[src/rtl/core/pcomp_pkg.sv]
package pcomp_pkg;

  localparam int unsigned INDEX_W       = 8;
  localparam int unsigned COLOR_W       = 16;
  localparam int unsigned COORD_W       = 16;
  localparam int unsigned COL_W         = 7;
  localparam int unsigned ROW_W         = 8;
  localparam int unsigned POS_W         = 8;
  localparam int unsigned PALETTE_DEPTH = 256;

  localparam logic [2:0] DISPOSAL_RESTORE = 3'd2;

  typedef enum logic [1:0] {
    FUNC_PALETTE = 2'd0,
    FUNC_LINE    = 2'd1,
    FUNC_PIXEL   = 2'd2
  } func_t;

  typedef struct packed {
    logic               is_write;
    logic [INDEX_W-1:0] addr;
    logic [COLOR_W-1:0] color;
    logic [COL_W-1:0]   col;
    logic [ROW_W-1:0]   row;
  } entry_t;

endpackage

[src/rtl/core/palette_line_compositor.sv]
// Palette line compositor: turns palette-indexed line pixels into RGB565 writes.
// Request channel (req_valid / req_stall) carries one of three item kinds on
// func: palette write (index, entry_color), line start (line_x, line_y,
// line_width, disposal, transparent_index, background_index, has_transparency)
// or pixel (index). Pixel channel (pixel_valid / pixel_stall) returns out_x,
// out_y and out_color for each pixel that lands on screen and is not skipped.
// A front stage tracks the line and classifies requests; a queue of QUEUE_DEPTH
// entries feeds a back stage that owns the 256-entry palette RAM.
// Throughput: one request per cycle while req_stall is low, set by the single
// palette RAM port. A pixel goes through a queue slot, then the registered
// palette read, before it shows on the pixel channel.
// While pixel_stall is high the held pixel stays put, palette writes at the
// head of the queue still drain, and requests are taken until the queue fills.
// Reset clears the line state, the queue and the output; palette contents are
// kept and read as unknown until written.
module palette_line_compositor #(
  parameter int unsigned SCREEN_COLS = 128,
  parameter int unsigned SCREEN_ROWS = 160,
  parameter int unsigned QUEUE_DEPTH = 4
) (
  input  logic                          clk,
  input  logic                          rst,
  input  logic                          req_valid,
  output logic                          req_stall,
  input  logic [1:0]                    func,
  input  logic [pcomp_pkg::INDEX_W-1:0] index,
  input  logic [pcomp_pkg::COLOR_W-1:0] entry_color,
  input  logic [pcomp_pkg::COORD_W-1:0] line_x,
  input  logic [pcomp_pkg::COORD_W-1:0] line_y,
  input  logic [pcomp_pkg::COORD_W-1:0] line_width,
  input  logic [2:0]                    disposal,
  input  logic [pcomp_pkg::INDEX_W-1:0] transparent_index,
  input  logic [pcomp_pkg::INDEX_W-1:0] background_index,
  input  logic                          has_transparency,
  output logic                          pixel_valid,
  input  logic                          pixel_stall,
  output logic [pcomp_pkg::COL_W-1:0]   out_x,
  output logic [pcomp_pkg::ROW_W-1:0]   out_y,
  output logic [pcomp_pkg::COLOR_W-1:0] out_color
);

  logic              push;
  logic              pop;
  logic              full;
  logic              not_empty;
  pcomp_pkg::entry_t push_data;
  pcomp_pkg::entry_t head;

  pcomp_front #(
    .SCREEN_COLS (SCREEN_COLS),
    .SCREEN_ROWS (SCREEN_ROWS)
  ) u_front (
    .clk               (clk),
    .rst               (rst),
    .req_valid         (req_valid),
    .req_stall         (req_stall),
    .func              (func),
    .index             (index),
    .entry_color       (entry_color),
    .line_x            (line_x),
    .line_y            (line_y),
    .line_width        (line_width),
    .disposal          (disposal),
    .transparent_index (transparent_index),
    .background_index  (background_index),
    .has_transparency  (has_transparency),
    .full              (full),
    .push              (push),
    .push_data         (push_data)
  );

  pcomp_fifo #(
    .DEPTH (QUEUE_DEPTH)
  ) u_queue (
    .clk       (clk),
    .rst       (rst),
    .push      (push),
    .push_data (push_data),
    .pop       (pop),
    .head      (head),
    .not_empty (not_empty),
    .full      (full)
  );

  pcomp_back u_back (
    .clk         (clk),
    .rst         (rst),
    .head        (head),
    .head_valid  (not_empty),
    .pop         (pop),
    .pixel_valid (pixel_valid),
    .pixel_stall (pixel_stall),
    .out_x       (out_x),
    .out_y       (out_y),
    .out_color   (out_color)
  );

endmodule

[src/rtl/core/pcomp_ram.sv]
module pcomp_ram #(
  parameter int unsigned WIDTH = 16,
  parameter int unsigned DEPTH = 256
) (
  input  logic                     clk,
  input  logic                     we,
  input  logic [$clog2(DEPTH)-1:0] waddr,
  input  logic [WIDTH-1:0]         wdata,
  input  logic                     re,
  input  logic [$clog2(DEPTH)-1:0] raddr,
  output logic [WIDTH-1:0]         rdata
);

  logic [WIDTH-1:0] mem [DEPTH];

  always_ff @(posedge clk) begin
    if (we) begin
      mem[waddr] <= wdata;
    end
    if (re) begin
      rdata <= mem[raddr];
    end
  end

endmodule

[src/rtl/core/pcomp_fifo.sv]
module pcomp_fifo #(
  parameter int unsigned DEPTH = 4
) (
  input  logic              clk,
  input  logic              rst,
  input  logic              push,
  input  pcomp_pkg::entry_t push_data,
  input  logic              pop,
  output pcomp_pkg::entry_t head,
  output logic              not_empty,
  output logic              full
);

  localparam int unsigned PTR_W = $clog2(DEPTH);
  localparam int unsigned CNT_W = $clog2(DEPTH + 1);

  pcomp_pkg::entry_t slots [DEPTH];
  logic [PTR_W-1:0] wr_ptr;
  logic [PTR_W-1:0] rd_ptr;
  logic [CNT_W-1:0] count;

  assign head      = slots[rd_ptr];
  assign not_empty = (count != '0);
  assign full      = (count == CNT_W'(DEPTH));

  always_ff @(posedge clk) begin
    if (push) begin
      slots[wr_ptr] <= push_data;
    end
  end

  always_ff @(posedge clk) begin
    if (rst) begin
      wr_ptr <= '0;
      rd_ptr <= '0;
      count  <= '0;
    end else begin
      if (push) begin
        wr_ptr <= (wr_ptr == PTR_W'(DEPTH - 1)) ? '0 : wr_ptr + 1'b1;
      end
      if (pop) begin
        rd_ptr <= (rd_ptr == PTR_W'(DEPTH - 1)) ? '0 : rd_ptr + 1'b1;
      end
      if (push && !pop) begin
        count <= count + 1'b1;
      end else if (pop && !push) begin
        count <= count - 1'b1;
      end
    end
  end

`ifndef SYNTHESIS
  a_count_range: assert property (@(posedge clk) disable iff (rst)
    count <= CNT_W'(DEPTH))
    else $error("queue count beyond depth");

  a_no_pop_empty: assert property (@(posedge clk) disable iff (rst)
    pop |-> not_empty)
    else $error("pop from empty queue");

  a_count_up: assert property (@(posedge clk) disable iff (rst)
    push && !pop |=> count == $past(count) + 1'b1)
    else $error("queue count did not advance on push");
`endif

endmodule

[src/rtl/core/pcomp_front.sv]
module pcomp_front #(
  parameter int unsigned SCREEN_COLS = 128,
  parameter int unsigned SCREEN_ROWS = 160
) (
  input  logic                                clk,
  input  logic                                rst,
  input  logic                                req_valid,
  output logic                                req_stall,
  input  logic [1:0]                          func,
  input  logic [pcomp_pkg::INDEX_W-1:0]       index,
  input  logic [pcomp_pkg::COLOR_W-1:0]       entry_color,
  input  logic [pcomp_pkg::COORD_W-1:0]       line_x,
  input  logic [pcomp_pkg::COORD_W-1:0]       line_y,
  input  logic [pcomp_pkg::COORD_W-1:0]       line_width,
  input  logic [2:0]                          disposal,
  input  logic [pcomp_pkg::INDEX_W-1:0]       transparent_index,
  input  logic [pcomp_pkg::INDEX_W-1:0]       background_index,
  input  logic                                has_transparency,
  input  logic                                full,
  output logic                                push,
  output pcomp_pkg::entry_t                   push_data
);

  localparam int unsigned CW = pcomp_pkg::COORD_W;

  logic [pcomp_pkg::POS_W-1:0]   origin_col;
  logic [pcomp_pkg::ROW_W-1:0]   row;
  logic [pcomp_pkg::POS_W-1:0]   clipped_width;
  logic [pcomp_pkg::POS_W-1:0]   position;
  logic                          line_active;
  logic [pcomp_pkg::INDEX_W-1:0] skip_index;
  logic [pcomp_pkg::INDEX_W-1:0] fill_index;
  logic                          skip_on;
  logic                          restore_on;

  logic                          accept;
  logic                          on_screen;
  logic [CW:0]                   span;
  logic [CW-1:0]                 width_clip;
  logic                          line_ok;
  logic                          restore_new;
  logic                          in_line;
  logic [pcomp_pkg::INDEX_W-1:0] pix_index;
  logic [pcomp_pkg::POS_W-1:0]   col_sum;

  assign req_stall = full;
  assign accept    = req_valid && !req_stall;

  assign on_screen  = (line_y < CW'(SCREEN_ROWS)) && (line_x < CW'(SCREEN_COLS));
  assign span       = {1'b0, line_width} + {1'b0, line_x};
  assign width_clip = (span > (CW + 1)'(SCREEN_COLS)) ? CW'(SCREEN_COLS) - line_x
                                                       : line_width;
  assign line_ok     = on_screen && (width_clip != '0);
  assign restore_new = (disposal == pcomp_pkg::DISPOSAL_RESTORE);

  assign in_line   = line_active && (position < clipped_width);
  assign pix_index = (restore_on && index == skip_index) ? fill_index : index;
  assign col_sum   = origin_col + position;

  always_comb begin
    push      = 1'b0;
    push_data = '0;
    unique case (func)
      pcomp_pkg::FUNC_PALETTE: begin
        push               = accept;
        push_data.is_write = 1'b1;
        push_data.addr     = index;
        push_data.color    = entry_color;
      end
      pcomp_pkg::FUNC_PIXEL: begin
        push               = accept && in_line && !(skip_on && pix_index == skip_index);
        push_data.is_write = 1'b0;
        push_data.addr     = pix_index;
        push_data.col      = col_sum[pcomp_pkg::COL_W-1:0];
        push_data.row      = row;
      end
      default: begin
        push = 1'b0;
      end
    endcase
  end

  always_ff @(posedge clk) begin
    if (accept && func == pcomp_pkg::FUNC_LINE && line_ok) begin
      origin_col    <= line_x[pcomp_pkg::POS_W-1:0];
      row           <= line_y[pcomp_pkg::ROW_W-1:0];
      clipped_width <= width_clip[pcomp_pkg::POS_W-1:0];
      skip_index    <= transparent_index;
      fill_index    <= background_index;
    end
  end

  always_ff @(posedge clk) begin
    if (rst) begin
      position    <= '0;
      line_active <= 1'b0;
      skip_on     <= 1'b0;
      restore_on  <= 1'b0;
    end else if (accept) begin
      if (func == pcomp_pkg::FUNC_LINE) begin
        position    <= '0;
        line_active <= line_ok;
        if (line_ok) begin
          restore_on <= restore_new;
          skip_on    <= has_transparency && !restore_new;
        end
      end else if (func == pcomp_pkg::FUNC_PIXEL && line_active) begin
        if (in_line) begin
          position <= position + 1'b1;
        end else begin
          line_active <= 1'b0;
        end
      end
    end
  end

`ifndef SYNTHESIS
  a_push_room: assert property (@(posedge clk) disable iff (rst)
    push |-> !full)
    else $error("push into full queue");

  a_line_idle: assert property (@(posedge clk) disable iff (rst)
    accept && func == pcomp_pkg::FUNC_PIXEL && !line_active |-> !push)
    else $error("pixel pushed with no active line");

  a_pos_bound: assert property (@(posedge clk) disable iff (rst)
    line_active |-> position <= clipped_width)
    else $error("position past clipped width");
`endif

endmodule

[src/rtl/core/pcomp_back.sv]
module pcomp_back (
  input  logic                          clk,
  input  logic                          rst,
  input  pcomp_pkg::entry_t             head,
  input  logic                          head_valid,
  output logic                          pop,
  output logic                          pixel_valid,
  input  logic                          pixel_stall,
  output logic [pcomp_pkg::COL_W-1:0]   out_x,
  output logic [pcomp_pkg::ROW_W-1:0]   out_y,
  output logic [pcomp_pkg::COLOR_W-1:0] out_color
);

  logic rd_en;
  logic wr_en;
  logic slot_free;

  assign slot_free = !pixel_valid || !pixel_stall;
  assign pop       = head_valid && (head.is_write || slot_free);
  assign wr_en     = pop && head.is_write;
  assign rd_en     = pop && !head.is_write;

  pcomp_ram #(
    .WIDTH (pcomp_pkg::COLOR_W),
    .DEPTH (pcomp_pkg::PALETTE_DEPTH)
  ) u_palette (
    .clk   (clk),
    .we    (wr_en),
    .waddr (head.addr),
    .wdata (head.color),
    .re    (rd_en),
    .raddr (head.addr),
    .rdata (out_color)
  );

  always_ff @(posedge clk) begin
    if (rd_en) begin
      out_x <= head.col;
      out_y <= head.row;
    end
  end

  always_ff @(posedge clk) begin
    if (rst) begin
      pixel_valid <= 1'b0;
    end else if (slot_free) begin
      pixel_valid <= rd_en;
    end
  end

`ifndef SYNTHESIS
  a_read_lands: assert property (@(posedge clk) disable iff (rst)
    rd_en |=> pixel_valid)
    else $error("palette read lost");

  a_hold_read: assert property (@(posedge clk) disable iff (rst)
    pixel_valid && pixel_stall |-> !rd_en)
    else $error("read issued over held pixel");

  a_one_port: assert property (@(posedge clk) disable iff (rst)
    !(wr_en && rd_en))
    else $error("palette write and read in one cycle");
`endif

endmodule

[config.mk]
export PLATFORM = sky130hd
export DESIGN_NAME = palette_line_compositor
export DESIGN_NICKNAME = d
export VERILOG_FILES = /design/src/rtl/core/pcomp_pkg.sv /design/src/rtl/core/palette_line_compositor.sv /design/src/rtl/core/pcomp_ram.sv /design/src/rtl/core/pcomp_fifo.sv /design/src/rtl/core/pcomp_front.sv /design/src/rtl/core/pcomp_back.sv
export SDC_FILE = /design/constraint.sdc
export NUM_CORES = 2
export LEC_CHECK = 0
export BUFFER_PORTS_ARGS = -buffer_cell sky130_fd_sc_hd__buf_4
export CAP_MARGIN = 20
export CORE_ASPECT_RATIO = 0.6
export CORE_MARGIN = 1.5
export CORE_UTILIZATION = 30
export CTS_CLUSTER_DIAMETER = 200
export DETAILED_ROUTE_END_ITERATION = 16
export PLACE_DENSITY = 0.45
export SLEW_MARGIN = 5
export SYNTH_ARGS = -nofsm -noshare
export SYNTH_HDL_FRONTEND = slang
export SYNTH_MEMORY_MAX_BITS = 65536
export SYNTH_SLANG_ARGS = --single-unit
[constraint.sdc]
create_clock -name clk -period 5.22 [get_ports clk]
set_clock_uncertainty 0.05 [all_clocks]
set_input_delay 1.305 -clock clk [delete_from_list [all_inputs] [get_ports clk]]
set_output_delay 1.305 -clock clk [all_outputs]
set_load 0.005 [all_outputs]
==> results_tabular.tex <==
\begin{tabular}{lr}
\hline
Metric & Value \\
\hline
\multicolumn{2}{l}{\textbf{Status}} \\
\quad Status & complete, but fails checks \\
\quad Violations in the final reports & negative setup slack \\
\multicolumn{2}{l}{\textbf{GRT}} \\
\quad Antenna violations before repair & 83 \\
\quad Pin count of the biggest net entering global routing & 181 \\
\quad GRT overflow & 0 \\
\quad GRT Overall Usage & 0.2319 \\
\quad Vias in the first global route & 94,290 \\
\quad Wire length of the first global-routing pass & 892,300 um \\
\multicolumn{2}{l}{\textbf{Pwr}} \\
\quad Switching share of power & 0.3788 \\
\quad Overall power consumption & 114.1 mW \\
\quad Static Leakage & 63.75 nW \\
\quad Power per Cell Area & 569.7 nW/um2 \\
\quad Maximum vdd ir drop & roughly 440 uV \\
\quad Portion of total power attributed to the clock network & 0.260 \\
\quad Design internal power & slightly above 70 mW \\
\quad Combinational share of power & 0.353 \\
\quad Register share of total power & 0.387 \\
\quad Switching power & 43.22 mW \\
\multicolumn{2}{l}{\textbf{Detailed routing}} \\
\quad Pre-Repair DR Iteration Count & 6 \\
\quad Number of DRC markers after the initial detailed-route iteration & 16,290 \\
\quad Vias per inst & 5.540 \\
\quad Post-route DRC violation count & 0 \\
\quad Routed WL & between 600,000 and 700,000 um \\
\quad Count of vias placed by the detailed router & 100,600 \\
\quad Count of nets left with antenna violations after detail routing & 0 \\
\quad Routed wirelength normalized by instance count & between 30 and 40 um \\
\multicolumn{2}{l}{\textbf{Synthesis}} \\
\quad Cell with the most instances after synthesis & sky130\_fd\_sc\_hd\_\_edfxtp\_1 \\
\quad Share of synthesized area spent on multiplexers & 0.1087 \\
\quad Cell types with the highest counts after synthesis & 4,326 x sky130\_fd\_sc\_hd\_\_edfxtp\_1, 1,317 x sky130\_fd\_sc\_hd\_\_nand2\_1, 716 x sky130\_fd\_sc\_hd\_\_mux4\_2 \\
\quad Simple-gate area share of the yosys netlist & 0.06644 \\
\quad Cell area after synthesis & 168,800 um2 \\
\quad Area fraction in compound gates after synthesis & 0.03291 \\
\quad Synth Register Bits & roughly 4,300 \\
\quad Syn\_area\_per\_cell & between 15 and 20 um2 \\
\quad Top FF cell, synth & sky130\_fd\_sc\_hd\_\_edfxtp\_1 \\
\quad Xor-xnor portion of the synthesized cell area & 0.001816 \\
\quad Library cells used by synthesis & 78 \\
\quad Sequential area share after synthesis & 0.7720 \\
\quad Syn\_nets & roughly 9,400 \\
\quad Adder and majority cell fraction of the synthesized area & 0.003098 \\
\quad Cell taking the most area after synthesis & sky130\_fd\_sc\_hd\_\_edfxtp\_1 \\
\quad Number of flops mapped to enable cells by yosys & approximately 4,300 \\
\quad Combinational family with the most area after synthesis & multiplexers \\
\quad Cell types with the largest area share after synthesis & sky130\_fd\_sc\_hd\_\_edfxtp\_1 77\%, sky130\_fd\_sc\_hd\_\_mux4\_2 9.6\%, sky130\_fd\_sc\_hd\_\_nand2\_1 2.9\% \\
\quad Syn Inst Count & 9,262 \\
\quad Top-area cell type share of the netlist area & 0.7695 \\
\quad Synth warn & 0 \\
\quad Fraction of registers with async set or reset after synthesis & 0 \\
\multicolumn{2}{l}{\textbf{Hold path}} \\
\quad Start point of the worst hold path & line\_y[3] \\
\quad Type of the most critical hold path & in -> reg \\
\multicolumn{2}{l}{\textbf{CTS}} \\
\quad Number of buffers between clock root and the deepest sink & 4 \\
\quad H-Tree Level Count & 5 \\
\quad Clock Pin Slew Worst Setup and Hold Paths & 70 ps \\
\quad Clk\_lat worst skew & 990 ps \\
\quad Library cell used as clock root buffer & sky130\_fd\_sc\_hd\_\_clkbuf\_16 \\
\quad TritonCTS clock tree & done \\
\quad CTS buffer count & 410 \\
\quad CTS sink count & 4,347 \\
\multicolumn{2}{l}{\textbf{Setup path}} \\
\quad Crit path capture type & flop \\
\quad Sort of element at the start of the critical path & flop \\
\quad Crit Path Category & reg -> reg \\
\quad Data arrival time of the critical path & 5970 ps \\
\quad Highest net fanout along the worst path & 15 \\
\quad Worst endpoint required time & 5870 ps \\
\multicolumn{2}{l}{\textbf{STA}} \\
\quad Portion of the clock cycle consumed by the worst path in the final layout & 1.019 \\
\quad Final worst slack & -98.71 ps \\
\quad Highest Clock Rate & approximately 0.19 GHz \\
\quad Setup repair after global routing missed its margin & no \\
\quad Hold Violations, Final & 0 \\
\quad Worst rel slew slack & 0.07721 \\
\quad Count of endpoints failing setup in the final report & 3 \\
\quad Total negative slack for setup checks & -183.6 ps \\
\quad Final min period & between 5000 and 6000 ps \\
\quad Slew Limit Fails & 0 \\
\quad Transition time at the pin with the least slew margin & 1380 ps \\
\quad Worst hold slack & 442.1 ps \\
\multicolumn{2}{l}{\textbf{Finish}} \\
\quad Storage element area & 130,300 um2 \\
\quad Fraction of final layout cells sized beyond drive strength 1 & 0.2587 \\
\quad Combined area of the multi-input logic cells & 37,040 um2 \\
\quad Fillcell total & between 50,000 and 60,000 \\
\quad Synthesis-to-layout area growth & 18.61\% \\
\quad Final Net Count & around 10,000 \\
\multicolumn{2}{l}{\textbf{Floorplan}} \\
\quad Number of rows in the core area & 213 \\
\quad Vertical extent of the die & 584.1 um \\
\quad Horizontal die dimension & 971.5 um \\
\quad Number of top-level pins & 131 \\
\quad Starting Density & 0.3011 \\
\quad Die Footprint & 567,400 um2 \\
\quad Area of the core & 560,700 um2 \\
\multicolumn{2}{l}{\textbf{Place}} \\
\quad Count of input and output buffers & 130 \\
\quad Routability-driven placement congestion ratio & 0.9703 \\
\quad Placed wire-length estimate after detailed placement & 454,300 um \\
\quad Worst setup slack before clock tree synthesis & -643.2 ps \\
\multicolumn{2}{l}{\textbf{Run}} \\
\quad Max-capacitance violation count & 0 \\
\hline
\end{tabular}
[metal layers]
metal / routed length, um / global-route usage / up-vias
met5: 446 / 0 / -
met4: 19610 / 0.05828 / 46
met3: 91800 / 0.09072 / 887
met2: 261400 / 0.3020 / 6025
met1: 303400 / 0.3557 / 54470
li1: - / - / 39200
[area by class of cell]
| type | instances | area share |
|---|---|---|
| Sequential cell | 4347 | 0.6509 |
| Multi-Input combinational cell | 4367 | 0.1850 |
| Clock buffer | 510 | 0.05332 |
| Timing Repair Buffer | 1115 | 0.05207 |
| Tap cell | 7525 | 0.04702 |
| Clock inverter | 245 | 0.01093 |
| Antenna cell | 35 | 0.0004374 |
| Inverter | 21 | 0.0003936 |
[stage by stage]
step	utilization	instances	cell area, um2
after floorplan	-	9262	168800
after global placement	0.3334	17350	186900
after detailed placement	0.3335	17360	187000
after CTS	0.3566	18120	200000
after global routing	0.3570	18130	200200
final	0.3571	18170	200200
[state kept, by name (all words and copies together) (netlist names), named ones only]
| name | cells |
|---|---|
| u_front.origin_col | 7 |
| u_back.pixel_valid | 1 |
| u_front.skip_index | 8 |
| u_front.skip_on | 1 |
| u_queue.wr_ptr | 2 |
| u_back.out_y | 8 |
| u_front.position | 8 |
| u_front.row | 8 |
| u_front.clipped_width | 8 |
| u_queue.slots | 160 |
| u_back.out_x | 7 |
| u_front.line_active | 1 |
| u_back.u_palette.rdata | 16 |
| u_queue.count | 3 |
| u_back.u_palette.mem | 4096 |
| u_front.fill_index | 8 |
| u_front.restore_on | 1 |
| u_queue.rd_ptr | 2 |
[final timing paths]
kind,end,slack [ps],depth (start not counted)
max,u_back.u_palette.rdata[0]$_DFFE_PP_,-100,12
min,u_front.row[3]$_DFFE_PP_,440,1
max reg2reg,u_back.u_palette.rdata[0]$_DFFE_PP_,-100,12
min reg2reg,u_front.skip_on$_SDFFE_PP0P_,460,2
[logic make-up (layout without fill, tap and decap cells)]
logic type	Yosys count	in the layout
DFF	4347	4347
and+or+nand+nor	2574	2574
muxes	934	934
AOI/OAI and AO/OA	784	784
buffers and inverters	548	1891
adders and majority gates	40	40
xor gates and xnor gates	35	35
other	0	35
[timing repair]
action,4_1_cts,5_1_grt
pin swaps,0,2
setup endpoints to repair,5,6
resized for setup,6,5
hold buffers,0,0
buffers inserted,4,8
[placed cells by master, fill, tap and decap left out, drive strengths merged, types with 40 or more instances in the layout]
cell type	count
a32oi	139
a21oi	131
a31oi	102
clkbuf	510
nand4	150
mux2i	205
nand3	442
nor2	417
mux4	718
nand2	1317
buf	1115
nor3	40
o21ai	78
edfxtp	4326
and3	47
clkinv	192
a22oi	129
[worst max-delay path, cell delays in order (launching register included)]
cell,delay [ps]
sky130_fd_sc_hd__dfxtp_4,530
sky130_fd_sc_hd__mux4_4,800
sky130_fd_sc_hd__buf_12,250
sky130_fd_sc_hd__buf_12,190
sky130_fd_sc_hd__buf_12,170
sky130_fd_sc_hd__nor2_4,400
sky130_fd_sc_hd__buf_12,240
sky130_fd_sc_hd__a32oi_1,120
sky130_fd_sc_hd__nand4_1,910
sky130_fd_sc_hd__and3_1,300
sky130_fd_sc_hd__nand4_1,350
sky130_fd_sc_hd__nor4_2,500
sky130_fd_sc_hd__nand4_1,140
[power by group through the flow]
stage	clock, mW	combinational, mW	sequential (mW)
4_1_cts	30.1	39.3	44.1
3_3_place_gp	0	38.7	44.9
3_5_place_dp	0	39.1	44.9
2_1_floorplan	0	17.7	45.0
6_report	29.7	40.2	44.2
5_1_grt	31.4	41.1	44.2
Power figures use the tool's default switching activity.
